===== src/hw/rtl/dhb_pkg.sv =====
package dhb_pkg;

    // drive constants
    localparam int unsigned SPEED_LIMIT = 100;   // 1..127
    localparam int unsigned DUTY_FULL   = 255;   // 1..255
    localparam int unsigned DUTY_MAX    = 255;

    // field widths
    localparam int unsigned DUTY_W  = 8;
    localparam int unsigned MAG_W   = 7;
    localparam int unsigned DIVD_W  = 2 * DUTY_W;
    localparam int unsigned IN_W    = 32;
    localparam int unsigned OUT_W   = 24;

    // register reset values
    localparam logic [6:0] DEADBAND_RST   = 7'd10;
    localparam logic [7:0] RAMP_STEPS_RST = 8'd10;

    typedef enum logic [0:0] {
        CFG_DEADBAND   = 1'b0,
        CFG_RAMP_STEPS = 1'b1
    } cfg_index_t;

    typedef enum logic [2:0] {
        FN_SET_SPEED = 3'd0,
        FN_RAW_LEFT  = 3'd1,
        FN_RAW_RIGHT = 3'd2,
        FN_RAMP_STOP = 3'd3,
        FN_ESTOP     = 3'd4,
        FN_TICK      = 3'd5
    } func_t;

    typedef enum logic [1:0] {
        DIR_COAST = 2'b00,
        DIR_FWD   = 2'b01,
        DIR_REV   = 2'b11
    } dir_t;

    typedef enum logic [1:0] {
        ST_IDLE,
        ST_LOAD,
        ST_DIV,
        ST_OUT
    } state_t;

endpackage


===== src/hw/rtl/dual_hbridge_drive_with_ramp_stop.sv =====
// Channel   Dir  Handshake            Payload
// s_        in   s_tvalid/s_tready    command word: speeds/raw in tdata, func in tuser
// m_        out  m_tvalid/m_tready    drive word, 24 bits
// cfg_      in   cfg_valid/cfg_ready  register index + 8-bit data
//
// One result word per command word; the next command is taken only after the
// previous result has been loaded into the output register and the FSM is idle.
// The bit-serial divider runs two divisions per word (left then right side),
// each with a load state before it and a store of the quotient when done.
// aresetn is synchronous: both sides coast, ramp cleared, registers to defaults.
// A stalled result holds in m_tdata; the next command is taken meanwhile but
// its result waits in the output stage until m_tready.
module dual_hbridge_drive_with_ramp_stop (
    input  logic        aclk,
    input  logic        aresetn,
    // {pad[31:29], raw_direction[28:27], raw_duty[26:16], right_speed[15:8],
    //  left_speed[7:0]}
    input  logic        s_tvalid,
    output logic        s_tready,
    input  logic [31:0] s_tdata,
    // {func[2:0]}
    input  logic [2:0]  s_tuser,
    // {pad[23:21], ramping[20], right_duty_out[19:12], left_duty_out[11:4],
    //  right_rev_pin[3], right_fwd_pin[2], left_rev_pin[1], left_fwd_pin[0]}
    output logic        m_tvalid,
    input  logic        m_tready,
    output logic [23:0] m_tdata,
    // config write port
    input  logic        cfg_valid,
    output logic        cfg_ready,
    input  logic        cfg_index,
    input  logic [7:0]  cfg_data
);
    import dhb_pkg::*;

    // ---------------- state ----------------
    state_t            state_reg, state_next;
    logic              side_reg, side_next;       // 0 left, 1 right
    logic              spd_reg, spd_next;         // speed word pending divide

    logic [6:0]        deadband_reg, deadband_next;
    logic [7:0]        steps_reg, steps_next;

    logic [DUTY_W-1:0] lduty_reg, lduty_next, rduty_reg, rduty_next;
    dir_t              ldir_reg, ldir_next, rdir_reg, rdir_next;
    logic              ramp_on_reg, ramp_on_next;
    logic [7:0]        ridx_reg, ridx_next;
    logic [DUTY_W-1:0] lstart_reg, lstart_next, rstart_reg, rstart_next;
    logic [MAG_W-1:0]  lmag_reg, lmag_next, rmag_reg, rmag_next;
    logic [DUTY_W-1:0] ldisp_reg, ldisp_next, rdisp_reg, rdisp_next;

    logic              m_valid_reg, m_valid_next;
    logic [OUT_W-1:0]  m_data_reg, m_data_next;

    // ---------------- control strobes ----------------
    logic in_acc, div_start, out_load;
    logic div_done;
    logic [DUTY_W-1:0] div_q;

    assign in_acc = s_tvalid && s_tready;

    // ---------------- input field decode ----------------
    func_t             fn;
    logic signed [7:0] lspd, rspd;
    logic signed [10:0] raw_d;
    logic [1:0]        raw_r;
    logic [DUTY_W-1:0] raw_duty_sat;
    dir_t              raw_dir;

    assign fn    = func_t'(s_tuser);
    assign lspd  = s_tdata[7:0];
    assign rspd  = s_tdata[15:8];
    assign raw_d = s_tdata[26:16];
    assign raw_r = s_tdata[28:27];

    // saturate to 0..255
    always_comb begin
        if (raw_d[10])
            raw_duty_sat = '0;
        else if (raw_d[9:8] != 2'b00)
            raw_duty_sat = DUTY_MAX[DUTY_W-1:0];
        else
            raw_duty_sat = raw_d[7:0];
    end

    // either negative code is reverse
    assign raw_dir = raw_r[1] ? DIR_REV : (raw_r[0] ? DIR_FWD : DIR_COAST);

    // speed -> direction and clamped, deadbanded magnitude
    function automatic dir_t spd_dir(input logic signed [7:0] s);
        if (s[7])
            return DIR_REV;
        else if (s != 8'sd0)
            return DIR_FWD;
        else
            return DIR_COAST;
    endfunction

    function automatic logic [MAG_W-1:0] spd_mag(input logic signed [7:0] s,
                                                input logic [6:0] db);
        logic [7:0] a;
        logic [7:0] c;
        a = s[7] ? (8'd0 - s) : s;           // -128 -> 128, fine unsigned
        c = (a > SPEED_LIMIT[7:0]) ? SPEED_LIMIT[7:0] : a;
        if (c < {1'b0, db})
            return '0;
        else
            return c[MAG_W-1:0];
    endfunction

    logic [7:0] n_eff;
    assign n_eff = (steps_reg == 8'd0) ? 8'd1 : steps_reg;

    // ---------------- divider operands ----------------
    // ramp: start*(N-k)/N ; speed: mag*DUTY_FULL/SPEED_LIMIT ; else duty/1
    logic [DUTY_W-1:0] op_start, op_duty;
    logic [MAG_W-1:0]  op_mag;
    logic [7:0]        op_fac;
    logic [DIVD_W-1:0] op_dividend;
    logic [7:0]        op_divisor;

    assign op_start = side_reg ? rstart_reg : lstart_reg;
    assign op_duty  = side_reg ? rduty_reg  : lduty_reg;
    assign op_mag   = side_reg ? rmag_reg   : lmag_reg;
    assign op_fac   = (ridx_reg >= n_eff) ? 8'd0 : (n_eff - ridx_reg);

    // products formed at full dividend width
    always_comb begin
        if (ramp_on_reg) begin
            op_dividend = {{DUTY_W{1'b0}}, op_start} * {{DUTY_W{1'b0}}, op_fac};
            op_divisor  = n_eff;
        end else if (spd_reg) begin
            op_dividend = {{(DIVD_W-MAG_W){1'b0}}, op_mag} * DIVD_W'(DUTY_FULL);
            op_divisor  = SPEED_LIMIT[7:0];
        end else begin
            op_dividend = {{DUTY_W{1'b0}}, op_duty};
            op_divisor  = 8'd1;
        end
    end

    dhb_div u_div (
        .aclk     (aclk),
        .aresetn  (aresetn),
        .start    (div_start),
        .dividend (op_dividend),
        .divisor  (op_divisor),
        .done     (div_done),
        .quotient (div_q)
    );

    // ---------------- FSM outputs ----------------
    always_comb begin
        s_tready  = 1'b0;
        div_start = 1'b0;
        out_load  = 1'b0;
        case (state_reg)
            ST_IDLE: s_tready  = 1'b1;
            ST_LOAD: div_start = 1'b1;
            ST_OUT:  out_load  = !m_valid_reg || m_tready;
            default: ;
        endcase
    end

    // ---------------- FSM next state ----------------
    always_comb begin
        state_next = state_reg;
        case (state_reg)
            ST_IDLE: if (in_acc) state_next = ST_LOAD;
            ST_LOAD: state_next = ST_DIV;
            ST_DIV:  if (div_done) state_next = side_reg ? ST_OUT : ST_LOAD;
            ST_OUT:  if (out_load) state_next = ST_IDLE;
            default: state_next = ST_IDLE;
        endcase
    end

    // ---------------- datapath ----------------
    always_comb begin
        side_next     = side_reg;
        spd_next      = spd_reg;
        deadband_next = deadband_reg;
        steps_next    = steps_reg;
        lduty_next    = lduty_reg;
        rduty_next    = rduty_reg;
        ldir_next     = ldir_reg;
        rdir_next     = rdir_reg;
        ramp_on_next  = ramp_on_reg;
        ridx_next     = ridx_reg;
        lstart_next   = lstart_reg;
        rstart_next   = rstart_reg;
        lmag_next     = lmag_reg;
        rmag_next     = rmag_reg;
        ldisp_next    = ldisp_reg;
        rdisp_next    = rdisp_reg;
        m_valid_next  = m_valid_reg && !m_tready;
        m_data_next   = m_data_reg;

        if (cfg_valid && cfg_ready) begin
            case (cfg_index_t'(cfg_index))
                CFG_DEADBAND:   deadband_next = cfg_data[6:0];
                CFG_RAMP_STEPS: steps_next    = cfg_data;
                default: ;
            endcase
        end

        if (in_acc) begin
            side_next = 1'b0;
            spd_next  = 1'b0;
            case (fn)
                FN_SET_SPEED: if (!ramp_on_reg) begin
                    spd_next  = 1'b1;
                    ldir_next = spd_dir(lspd);
                    rdir_next = spd_dir(rspd);
                    lmag_next = spd_mag(lspd, deadband_reg);
                    rmag_next = spd_mag(rspd, deadband_reg);
                end
                FN_RAW_LEFT: if (!ramp_on_reg) begin
                    lduty_next = raw_duty_sat;
                    ldir_next  = raw_dir;
                end
                FN_RAW_RIGHT: if (!ramp_on_reg) begin
                    rduty_next = raw_duty_sat;
                    rdir_next  = raw_dir;
                end
                FN_RAMP_STOP: if (!ramp_on_reg) begin
                    ramp_on_next = 1'b1;
                    ridx_next    = 8'd0;
                    lstart_next  = lduty_reg;
                    rstart_next  = rduty_reg;
                end
                FN_ESTOP: begin
                    lduty_next   = '0;
                    rduty_next   = '0;
                    ldir_next    = DIR_COAST;
                    rdir_next    = DIR_COAST;
                    ramp_on_next = 1'b0;
                    ridx_next    = 8'd0;
                end
                FN_TICK: if (ramp_on_reg) begin
                    if (ridx_reg >= n_eff) begin
                        // past the last step: coast both sides
                        lduty_next   = '0;
                        rduty_next   = '0;
                        ldir_next    = DIR_COAST;
                        rdir_next    = DIR_COAST;
                        ramp_on_next = 1'b0;
                        ridx_next    = 8'd0;
                    end else begin
                        ridx_next = ridx_reg + 8'd1;
                    end
                end
                default: ;
            endcase
        end

        // store quotient for the side just divided
        if (state_reg == ST_DIV && div_done) begin
            if (side_reg) begin
                rdisp_next = div_q;
                if (spd_reg) rduty_next = div_q;
            end else begin
                ldisp_next = div_q;
                if (spd_reg) lduty_next = div_q;
                side_next = 1'b1;
            end
        end

        if (out_load) begin
            m_valid_next = 1'b1;
            m_data_next  = {3'b000,
                            ramp_on_reg,
                            (rdir_reg == DIR_COAST) ? {DUTY_W{1'b0}} : rdisp_reg,
                            (ldir_reg == DIR_COAST) ? {DUTY_W{1'b0}} : ldisp_reg,
                            rdir_reg == DIR_REV,
                            rdir_reg == DIR_FWD,
                            ldir_reg == DIR_REV,
                            ldir_reg == DIR_FWD};
        end
    end

    always_ff @(posedge aclk) begin
        lmag_reg   <= lmag_next;
        rmag_reg   <= rmag_next;
        ldisp_reg  <= ldisp_next;
        rdisp_reg  <= rdisp_next;
        m_data_reg <= m_data_next;
        if (!aresetn) begin
            state_reg    <= ST_IDLE;
            side_reg     <= 1'b0;
            spd_reg      <= 1'b0;
            deadband_reg <= DEADBAND_RST;
            steps_reg    <= RAMP_STEPS_RST;
            lduty_reg    <= '0;
            rduty_reg    <= '0;
            ldir_reg     <= DIR_COAST;
            rdir_reg     <= DIR_COAST;
            ramp_on_reg  <= 1'b0;
            ridx_reg     <= 8'd0;
            lstart_reg   <= '0;
            rstart_reg   <= '0;
            m_valid_reg  <= 1'b0;
        end else begin
            state_reg    <= state_next;
            side_reg     <= side_next;
            spd_reg      <= spd_next;
            deadband_reg <= deadband_next;
            steps_reg    <= steps_next;
            lduty_reg    <= lduty_next;
            rduty_reg    <= rduty_next;
            ldir_reg     <= ldir_next;
            rdir_reg     <= rdir_next;
            ramp_on_reg  <= ramp_on_next;
            ridx_reg     <= ridx_next;
            lstart_reg   <= lstart_next;
            rstart_reg   <= rstart_next;
            m_valid_reg  <= m_valid_next;
        end
    end

    assign cfg_ready = 1'b1;
    assign m_tvalid  = m_valid_reg;
    assign m_tdata   = m_data_reg;

endmodule


===== src/hw/rtl/dhb_div.sv =====
// Bit-serial restoring divider, one quotient bit per cycle.
// Caller guarantees the quotient fits in DUTY_W bits.
module dhb_div (
    input  logic        aclk,
    input  logic        aresetn,
    input  logic        start,
    input  logic [15:0] dividend,
    input  logic [7:0]  divisor,
    output logic        done,
    output logic [7:0]  quotient
);
    import dhb_pkg::*;

    logic [DUTY_W:0]   rem_reg, rem_next;
    logic [DUTY_W-1:0] lo_reg, lo_next;
    logic [DUTY_W-1:0] dsr_reg, dsr_next;
    logic [2:0]        cnt_reg, cnt_next;
    logic              busy_reg, busy_next;
    logic              done_reg, done_next;

    logic [DUTY_W:0]   trial;
    logic              fits;

    // shift in next dividend bit, try the subtract
    assign trial = {rem_reg[DUTY_W-1:0], lo_reg[DUTY_W-1]};
    assign fits  = (trial >= {1'b0, dsr_reg});

    always_comb begin
        rem_next  = rem_reg;
        lo_next   = lo_reg;
        dsr_next  = dsr_reg;
        cnt_next  = cnt_reg;
        busy_next = busy_reg;
        done_next = 1'b0;
        if (start) begin
            rem_next  = {1'b0, dividend[DIVD_W-1:DUTY_W]};
            lo_next   = dividend[DUTY_W-1:0];
            dsr_next  = divisor;
            cnt_next  = 3'd0;
            busy_next = 1'b1;
        end else if (busy_reg) begin
            rem_next = fits ? (trial - {1'b0, dsr_reg}) : trial;
            lo_next  = {lo_reg[DUTY_W-2:0], fits};
            cnt_next = cnt_reg + 3'd1;
            if (cnt_reg == 3'd7) begin
                busy_next = 1'b0;
                done_next = 1'b1;
            end
        end
    end

    always_ff @(posedge aclk) begin
        rem_reg <= rem_next;
        lo_reg  <= lo_next;
        dsr_reg <= dsr_next;
        cnt_reg <= cnt_next;
        if (!aresetn) begin
            busy_reg <= 1'b0;
            done_reg <= 1'b0;
        end else begin
            busy_reg <= busy_next;
            done_reg <= done_next;
        end
    end

    assign done     = done_reg;
    assign quotient = lo_reg;

endmodule


===== config.mk =====
export PLATFORM = sky130hd
export DESIGN_NAME = dual_hbridge_drive_with_ramp_stop
export DESIGN_NICKNAME = d
export VERILOG_FILES = /design/src/hw/rtl/dhb_pkg.sv /design/src/hw/rtl/dual_hbridge_drive_with_ramp_stop.sv /design/src/hw/rtl/dhb_div.sv
export SDC_FILE = /design/constraint.sdc
export NUM_CORES = 1
export LEC_CHECK = 0
export ABC_AREA = 1
export BUFFER_PORTS_ARGS = -buffer_cell sky130_fd_sc_hd__clkbuf_2
export CAP_MARGIN = 25
export CORE_AREA = 8 8 170 172
export DETAILED_ROUTE_END_ITERATION = 8
export DIE_AREA = 0 0 178 180
export PLACE_DENSITY = 0.59
export SLEW_MARGIN = 20
export SYNTH_ARGS = -nofsm -noshare
export SYNTH_HDL_FRONTEND = slang
export SYNTH_HIERARCHICAL = 1
export SYNTH_SLANG_ARGS = --single-unit
export TNS_END_PERCENT = 20

===== constraint.sdc =====
create_clock -name aclk -period 8.41 [get_ports aclk]
set_input_delay 0.841 -clock aclk [delete_from_list [all_inputs] [get_ports aclk]]
set_output_delay 0.841 -clock aclk [all_outputs]
set_load 0.05 [all_outputs]

==> results.json, run 1 <==
{
  "status": "finished clean",
  "setup_tns_ns": 0,
  "die_x_um": 178,
  "root_buffer": "clkbuf_16",
  "initial_utilization_pct": 44.2,
  "vias": 9879,
  "largest_reg_flops": 21,
  "dr.pass1.iters": 5,
  "cp_common_cell": "nand2_1",
  "place_area_mm2": 0.0123,
  "grt_pass1_vias": 9575,
  "drtIter0Drc": 671,
  "vias_per_cell": 5.09,
  "mostFrequentLayoutCells": "nand2_1, inv_1, nor2_1",
  "synth-adder-area-share_pct": 21.1,
  "antenna_found_initial": 1,
  "drtAntennaViolNets": 0,
  "gr-total-overflow": 0,
  "yosys.area_share.simple_pct": 22.3,
  "worst_path_largest_cell_delay_ns": 0.55,
  "synth_area_mm2": 0.0116,
  "seq_area_frac_synth_pct": 31.4,
  "synth_top_family_by_area": "simple AND/OR/NAND/NOR gates",
  "fin_skew_ns": 0.0145,
  "hold_violations": 0,
  "synth.distinct_cells": 50,
  "slew_violations": 0,
  "clock_sinks": 145,
  "rsz0062_at_grt": "false",
  "synth_xor_area_share_pct": 1.50,
  "grt.total_usage_pct": 19.0,
  "synth-async-reset-ratio_pct": 0,
  "fin_crit_ns": 6.97,
  "clk_pin_slew_ns": 0.07,
  "synth_top_area_share_pct": 19.3,
  "drive_gt1_share_pct": 9.57,
  "critPathSlowestCell": "fa_1",
  "cts_htree_levels": 4,
  "synth_compound_area_share_pct": 13.2,
  "fp-row-count": 60,
  "cts_setup_buffers": 0,
  "fmax_mhz": 143,
  "clk_latency_ns": 0.43,
  "fin_area_mm2": 0.0129,
  "dp_hpwl_um": 24100,
  "core_mm2": 0.0264,
  "cts_buffers": 17,
  "crit_fanout": 9,
  "nNetsFinal": 1796,
  "slew-limit-headroom_pct": 40.3,
  "ys_ff_latch": 145,
  "hold_path.class": "flip-flop to flip-flop",
  "yosysTopAreaCell": "edfxtp_1",
  "vdd_ir_drop_max_v": 0.000124,
  "wire_per_inst_um": 15.6,
  "ys_warn_count": 6,
  "maxCapViolCount": 0,
  "mostFrequentLayoutCell": "nand2_1",
  "port_buffers": 68,
  "routabilityCongestion": 0.891,
  "synth_edf_count": 75,
  "clockBufferDepth": 2,
  "antenna_cells": 0,
  "power_density_mw_per_mm2": 186,
  "hold_depth": 2,
  "cts-resized-gates": 0,
  "grt_max_degree": 56,
  "fp.dieH_um": 180,
  "grt_pass1_wl_um": 48600,
  "ys.flop_type": "edfxtp_1",
  "cts_tree": "done",
  "crit_arrival_ns": 7.14,
  "areaGrowthSynthToFinish_pct": 11.0,
  "synthTopCellsByArea": "edfxtp_1, dfxtp_1, ha_1",
  "post-route-drc-count": 0,
  "worstMarginPinSlew_ns": 0.892,
  "path_class": "flip-flop to flip-flop",
  "synth_cells": 1525,
  "routed_wl_um": 30300,
  "synth_mux_area_share_pct": 0.172,
  "ios": 76,
  "avgSynthCellArea_um2": 7.63,
  "ff2ff_path_depth": 34,
  "cp-start-kind": "flip-flop",
  "cts_hold_buf": 0,
  "leakagePower_nw": 6.27,
  "setup_viol": 0,
  "critPathCaptureType": "flip-flop",
  "worstPathRequired_ns": 8.58,
  "fp.dieArea_mm2": 0.0320,
  "timing.final.crit_share_pct": 82.9
}
cell type report:
type	instances	area (um2)
clock buffer	21	493
clock inverter	11	115
fill	2619	13400
inverter	274	1030
multi-input combinational	1070	6800
sequential	145	3650
tap	341	427
timing repair buffer	77	408
where the power goes:
| group | leakage, nW | internal [W] | total (W) | switching (W) |
|---|---|---|---|---|
| clock network | 0.299 | 0.000458 | 0.000779 | 0.000321 |
| registers | 1.27 | 0.000831 | 0.000886 | 0.0000550 |
| logic | 4.70 | 0.000256 | 0.000741 | 0.000485 |
cell usage after synthesis, types with 6 or more instances:
cell	n
o211ai_1	17
xnor2_1	11
buf_2	6
ha_1	105
nand2_4	6
nor3_1	13
fa_1	57
or2_2	8
buf_4	6
nand3b_1	13
nand4_1	8
xor2_1	9
dfxtp_1	70
o21ai_0	104
clkbuf_1	23
a21oi_1	140
edfxtp_1	75
nor2_1	174
inv_1	269
nand3_1	48
nand2_1	303
stage by stage:
step	util, %	instances	total power, W	worst slack (ns)	hold WS [ns]
after floorplan	-	1527	0.00144	2.17	0.409
after global placement	46.7	1906	0.00163	1.49	0.439
after detailed placement	46.7	1906	0.00164	1.46	0.447
after CTS	49.0	1938	0.00242	1.43	0.463
after global routing	49.0	1939	0.00255	0.793	0.492
final	49.0	1939	0.00241	1.44	0.459
metal layers:
metal  track usage [%]  up-vias  routed length, um  part of all wire (%)
met5                 0        -                 13                 0.043
met4              5.74        2                641                   2.1
met3              3.63       35               1670                   5.5
met2              30.9      256              14000                    46
met1              25.1     4564              14000                    46
li1                  -     5022                  -                     -
critical path, delay by kind of cell (launching register included):
kind                       cells  cell delay [ns]
buffers and inverters          5             0.49
adders and majority gates      7             3.14
and+or+nand+nor               13             1.40
DFF                            1             0.34
AOI/OAI and AO/OA              9             1.35
worst paths after layout:
path | start | to | slack (ns)
hold reg to reg | u_div/cnt_reg[1]$_SDFFE_PP0P_ | u_div/cnt_reg[1]$_SDFFE_PP0P_ | 0.46
setup / recovery | steps_reg[1]$_SDFFE_PN1P_ | u_div/rem_reg[6]$_DFFE_PP_ | 1.44
setup reg to reg | steps_reg[1]$_SDFFE_PN1P_ | u_div/rem_reg[6]$_DFFE_PP_ | 1.44
hold / removal | u_div/cnt_reg[1]$_SDFFE_PP0P_ | u_div/cnt_reg[1]$_SDFFE_PP0P_ | 0.46
kinds of logic after synthesis:
group | Yosys count
simple gates | 598
buf+inv | 312
compound gates | 284
fa+ha+maj | 162
flops | 145
xor+xnor | 20
other cells | 2
mux | 2
(Power assumes the default switching activity.)
==> run 2: changes to the inputs <==
==> constraint.sdc (replaced) <==
create_clock -name aclk -period 6.95 [get_ports aclk]
set_input_delay 0.695 -clock aclk [delete_from_list [all_inputs] [get_ports aclk]]
set_output_delay 0.695 -clock aclk [all_outputs]
set_load 0.05 [all_outputs]
==> results.json, run 2 (synthesis results as in run 1) <==
{
  "grt.total_usage_pct": 19.1,
  "maxCapViolCount": 0,
  "hold_violations": 0,
  "leakagePower_nw": 6.27,
  "cp-start-kind": "flip-flop",
  "place_area_mm2": 0.0123,
  "routabilityCongestion": 0.885,
  "drtAntennaViolNets": 0,
  "status": "finished clean",
  "clk_latency_ns": 0.42,
  "drtIter0Drc": 699,
  "worstMarginPinSlew_ns": 0.959,
  "clock_sinks": 145,
  "fp.dieArea_mm2": 0.0320,
  "crit_buf_inv": 4,
  "vdd_ir_drop_max_v": 0.000139,
  "critPathCaptureType": "flip-flop",
  "seq_area_mm2": 0.00365,
  "fin_area_mm2": 0.0130,
  "cp_common_cell": "nand2_1",
  "critPathLaunch": "steps_reg[1]$_SDFFE_PN1P_",
  "grt_pass1_vias": 9688,
  "largest_reg_flops": 21,
  "fmax_mhz": 151,
  "r2r-start": "steps_reg[1]$_SDFFE_PN1P_",
  "dp_hpwl_um": 24300,
  "slew-limit-headroom_pct": 35.8,
  "gr-total-overflow": 0,
  "critPathSlowestCell": "fa_1",
  "crit_arrival_ns": 6.77,
  "grt_pass1_wl_um": 49000,
  "timing.final.crit_share_pct": 95.1,
  "clk_pin_slew_ns": 0.06,
  "grt_max_degree": 56,
  "cts_htree_levels": 4,
  "fillers": 2637,
  "wire_per_inst_um": 15.8,
  "worst_path_largest_cell_delay_ns": 0.55,
  "fin_skew_ns": 0.0151,
  "fin_cells": 1942,
  "drive_gt1_share_pct": 10.2,
  "nNetsFinal": 1799,
  "multi_input_area_mm2": 0.00687,
  "areaGrowthSynthToFinish_pct": 11.8,
  "worstPathRequired_ns": 7.11,
  "port_buffers": 68,
  "mostFrequentLayoutCells": "nand2_1, inv_1, nor2_1",
  "clockBufferDepth": 2,
  "core_mm2": 0.0264,
  "finalPower_w": 0.00293,
  "min-delay-start": "u_div/cnt_reg[2]$_SDFFE_PP0P_",
  "initial_utilization_pct": 44.2,
  "fp.dieH_um": 180,
  "power_density_mw_per_mm2": 225,
  "crit_fanout": 9,
  "setup_tns_ns": 0,
  "antenna_cells": 0,
  "path_class": "flip-flop to flip-flop",
  "post-route-drc-count": 0,
  "setup_viol": 0,
  "fin_crit_ns": 6.61,
  "cts_buffers": 17,
  "routed_wl_um": 30600,
  "antenna_found_initial": 0,
  "mostFrequentLayoutCell": "nand2_1",
  "critPathTopFamily": "adder cells",
  "hold_path.class": "flip-flop to flip-flop",
  "fp-row-count": 60,
  "dr.pass1.iters": 5,
  "die_x_um": 178,
  "cts_tree": "done",
  "vias_per_cell": 5.14,
  "place_inst": 1909,
  "ios": 76,
  "slew_violations": 0,
  "whs_ns": 0.456,
  "vias": 9988,
  "root_buffer": "clkbuf_16"
}
-- run 2: changes by cell type in the layout (fill, tap and decap cells not counted), sizes merged --
cell      change
buf           +3
bufinv        +2
clkbuf        -1
inv           -4
clkinv        +2
clkinvlp      +1
-- run 2: routing by layer --
| layer | vias up | wire length [um] | GRT usage (%) |
|---|---|---|---|
| met5 | - | 0 | 0 |
| met1 | 4661 | 14000 | 25.5 |
| met3 | 34 | 1700 | 2.89 |
| met2 | 271 | 14300 | 31.7 |
| li1 | 5022 | - | - |
| met4 | 0 | 546 | 5.00 |
-- run 2: timing repair --
| item | 4_1_cts | 5_1_grt |
|---|---|---|
| endpoints found under the setup margin | 0 | 5 |
| gates resized for setup | 0 | 17 |
| buffers inserted | 0 | 1 |
| hold buffers | 0 | 0 |
-- run 2: worst register-to-register path, delay by kind of cell, from the launching register on --
kind	cells	cell delay, ns
compound gates	9	1.18
buf+inv	4	0.40
simple gates	14	1.44
flops	1	0.36
fa+ha+maj	7	2.96
-- run 2: stage by stage --
step | worst slack [ns] | util (%)
2_1_floorplan | 0.713 | -
3_3_place_gp | 0.161 | 46.8
3_5_place_dp | 0.0385 | 46.8
4_1_cts | 0.0129 | 49.1
5_1_grt | -0.0885 | 49.4
6_report | 0.340 | 49.4
-- run 2: layout make-up --
| cell class | count | area share (%) |
|---|---|---|
| clock inverter | 12 | 1.22 |
| tap | 341 | 3.28 |
| sequential | 145 | 28.1 |
| clock buffer | 20 | 3.36 |
| inverter | 274 | 7.94 |
| timing repair buffer | 80 | 3.31 |
| multi-input combinational | 1070 | 52.8 |
-- run 2: report_power, final --
part	leakage [nW]	total, W	switching (W)	internal, W
sequential	1.27	0.00107	0.0000633	0.00101
combinational	4.71	0.000912	0.000594	0.000318
clock	0.285	0.000948	0.000380	0.000568
-- run 2: worst paths after layout --
path	to	slack, ns	depth (start not counted)
setup / recovery	u_div/rem_reg[6]$_DFFE_PP_	0.34	34
hold / removal	u_div/cnt_reg[2]$_SDFFE_PP0P_	0.46	2
setup reg to reg	u_div/rem_reg[6]$_DFFE_PP_	0.34	34
hold reg to reg	u_div/cnt_reg[2]$_SDFFE_PP0P_	0.46	2
==> run 3: changes to the inputs <==
==> constraint.sdc (replaced) <==
create_clock -name aclk -period 6.21 [get_ports aclk]
set_input_delay 0.621 -clock aclk [delete_from_list [all_inputs] [get_ports aclk]]
set_output_delay 0.621 -clock aclk [all_outputs]
set_load 0.05 [all_outputs]
==> results.json, run 3 (synthesis results as in run 1) <==
{
  "maxCapViolCount": 0,
  "setup_viol": 0,
  "crit_arrival_ns": 6.38,
  "dp_hpwl_um": 24800,
  "grt.total_usage_pct": 19.9,
  "antenna_cells": 0,
  "rsz0062_at_grt": "true",
  "fmax_mhz": 161,
  "cp-start-kind": "flip-flop",
  "worstMarginPinSlew_ns": 0.874,
  "hold_violations": 0,
  "worst_path_largest_cell_delay_ns": 0.53,
  "fp.dieH_um": 180,
  "fin_skew_ns": 0.0138,
  "drtAntennaViolNets": 0,
  "leakagePower_nw": 6.72,
  "fp.dieArea_mm2": 0.0320,
  "gr-total-overflow": 0,
  "post-route-drc-count": 0,
  "port_buffers": 68,
  "nNetsFinal": 1892,
  "fin_cells": 2035,
  "timing.final.crit_share_pct": 99.8,
  "utilization_pct": 52.6,
  "mostFrequentLayoutCell": "nand2_1",
  "crit_fanout": 5,
  "routed_wl_um": 32200,
  "die_x_um": 178,
  "vias_per_cell": 5.06,
  "largest_reg_flops": 21,
  "routabilityCongestion": 0.898,
  "clockBufferDepth": 2,
  "fin_crit_ns": 6.20,
  "grt_max_degree": 56,
  "status": "finished clean",
  "fp-row-count": 60,
  "fin_area_mm2": 0.0139,
  "core_mm2": 0.0264,
  "vias": 10303,
  "antenna_found_initial": 0,
  "vdd_ir_drop_max_v": 0.000157,
  "root_buffer": "clkbuf_16",
  "clock_sinks": 145,
  "slew-limit-headroom_pct": 41.5,
  "wire_per_inst_um": 15.8,
  "critPathCaptureType": "flip-flop",
  "initial_utilization_pct": 44.2,
  "place_inst": 1962,
  "grt_pass1_vias": 10152,
  "clk_latency_ns": 0.44,
  "mostFrequentLayoutCells": "nand2_1, inv_1, nor2_1",
  "grt_pass1_wl_um": 50700,
  "drtIter0Drc": 599,
  "place_area_mm2": 0.0127,
  "cts_hold_buf": 0,
  "slew_violations": 0,
  "cts_buffers": 17,
  "path_class": "flip-flop to flip-flop",
  "dr.pass1.iters": 5,
  "critPathSlowestCell": "fa_1",
  "drive_gt1_share_pct": 18.1,
  "worstPathRequired_ns": 6.40,
  "ios": 76,
  "power_density_mw_per_mm2": 239,
  "areaGrowthSynthToFinish_pct": 19.1,
  "cts_tree": "done",
  "cts_htree_levels": 4,
  "hold_path.class": "input port to flip-flop",
  "clk_pin_slew_ns": 0.07
}
==> run 3: cell types whose count changed in the layout (fill, tap and decap cells not counted), moves of 4 or more <==
cell / delta
buf_4: +93
a21oi_1: -5
nor2_1: -18
nor2_2: +15
a21oi_2: +5
inv_6: +6
o21ai_0: -4
inv_1: -10
inv_2: +10
==> run 3: critical path, delay by kind of cell, from the launching register on <==
family | cells | cell delay [ns]
adder cells (fa/ha/maj) | 7 | 2.85
AO/OA/AOI/OAI | 12 | 1.52
AND/OR/NAND/NOR | 8 | 0.85
buffers and inverters | 4 | 0.37
flip-flops | 1 | 0.34
==> run 3: path summary, 6_finish.rpt <==
check,from,to,slack (ns),cells past startpoint
min,cfg_data[7],steps_reg[7]$_SDFFE_PN0P_,0.43,3
min reg2reg,u_div/cnt_reg[1]$_SDFFE_PP0P_,u_div/cnt_reg[1]$_SDFFE_PP0P_,0.46,2
max reg2reg,steps_reg[1]$_SDFFE_PN1P_,u_div/rem_reg[7]$_DFFE_PP_,0.01,31
max,steps_reg[1]$_SDFFE_PN1P_,u_div/rem_reg[7]$_DFFE_PP_,0.01,31
==> run 3: layout make-up <==
cell class,instances,area [um2]
sequential,145,3660
inverter,274,1030
clock buffer,19,464
timing repair buffer,173,1130
fill,2518,12500
clock inverter,13,110
multi-input combinational,1070,7040
tap,341,427
==> run 3: per-stage QoR <==
step | total power [W] | setup TNS, ns | setup slack (ns) | hold WS, ns
after detailed placement | 0.00227 | -0.784 | -0.238 | 0.442
after floorplan | 0.00196 | 0 | 0.0141 | 0.409
after CTS | 0.00331 | -0.165 | -0.0979 | 0.415
after global placement | 0.00225 | -0.281 | -0.154 | 0.437
after global routing | 0.00351 | -1.53 | -0.290 | 0.442
final | 0.00332 | 0 | 0.0143 | 0.431
==> run 3: routing by layer <==
layer | routed length [um] | part of all wire [%] | vias up | GRT usage [%]
met1 | 14400 | 45 | 4766 | 25.1
met5 | 0 | 0 | - | 0
li1 | - | - | 5209 | -
met4 | 825 | 2.6 | 0 | 6.54
met3 | 1670 | 5.2 | 58 | 4.23
met2 | 15300 | 47 | 270 | 33.0
==> run 3: power by group <==
part           switching [W]  internal, W  leakage [nW]
logic               0.000702     0.000414          5.16
registers          0.0000728      0.00113          1.27
clock network       0.000446     0.000559         0.288
total                0.00122      0.00210          6.72
==> run 3: timing repair <==
| item | in CTS | in global routing |
|---|---|---|
| gates resized for setup | 10 | 64 |
| endpoints found under the setup margin | 7 | 11 |
| pin swaps | 9 | 39 |
| buffers inserted | 44 | 2 |
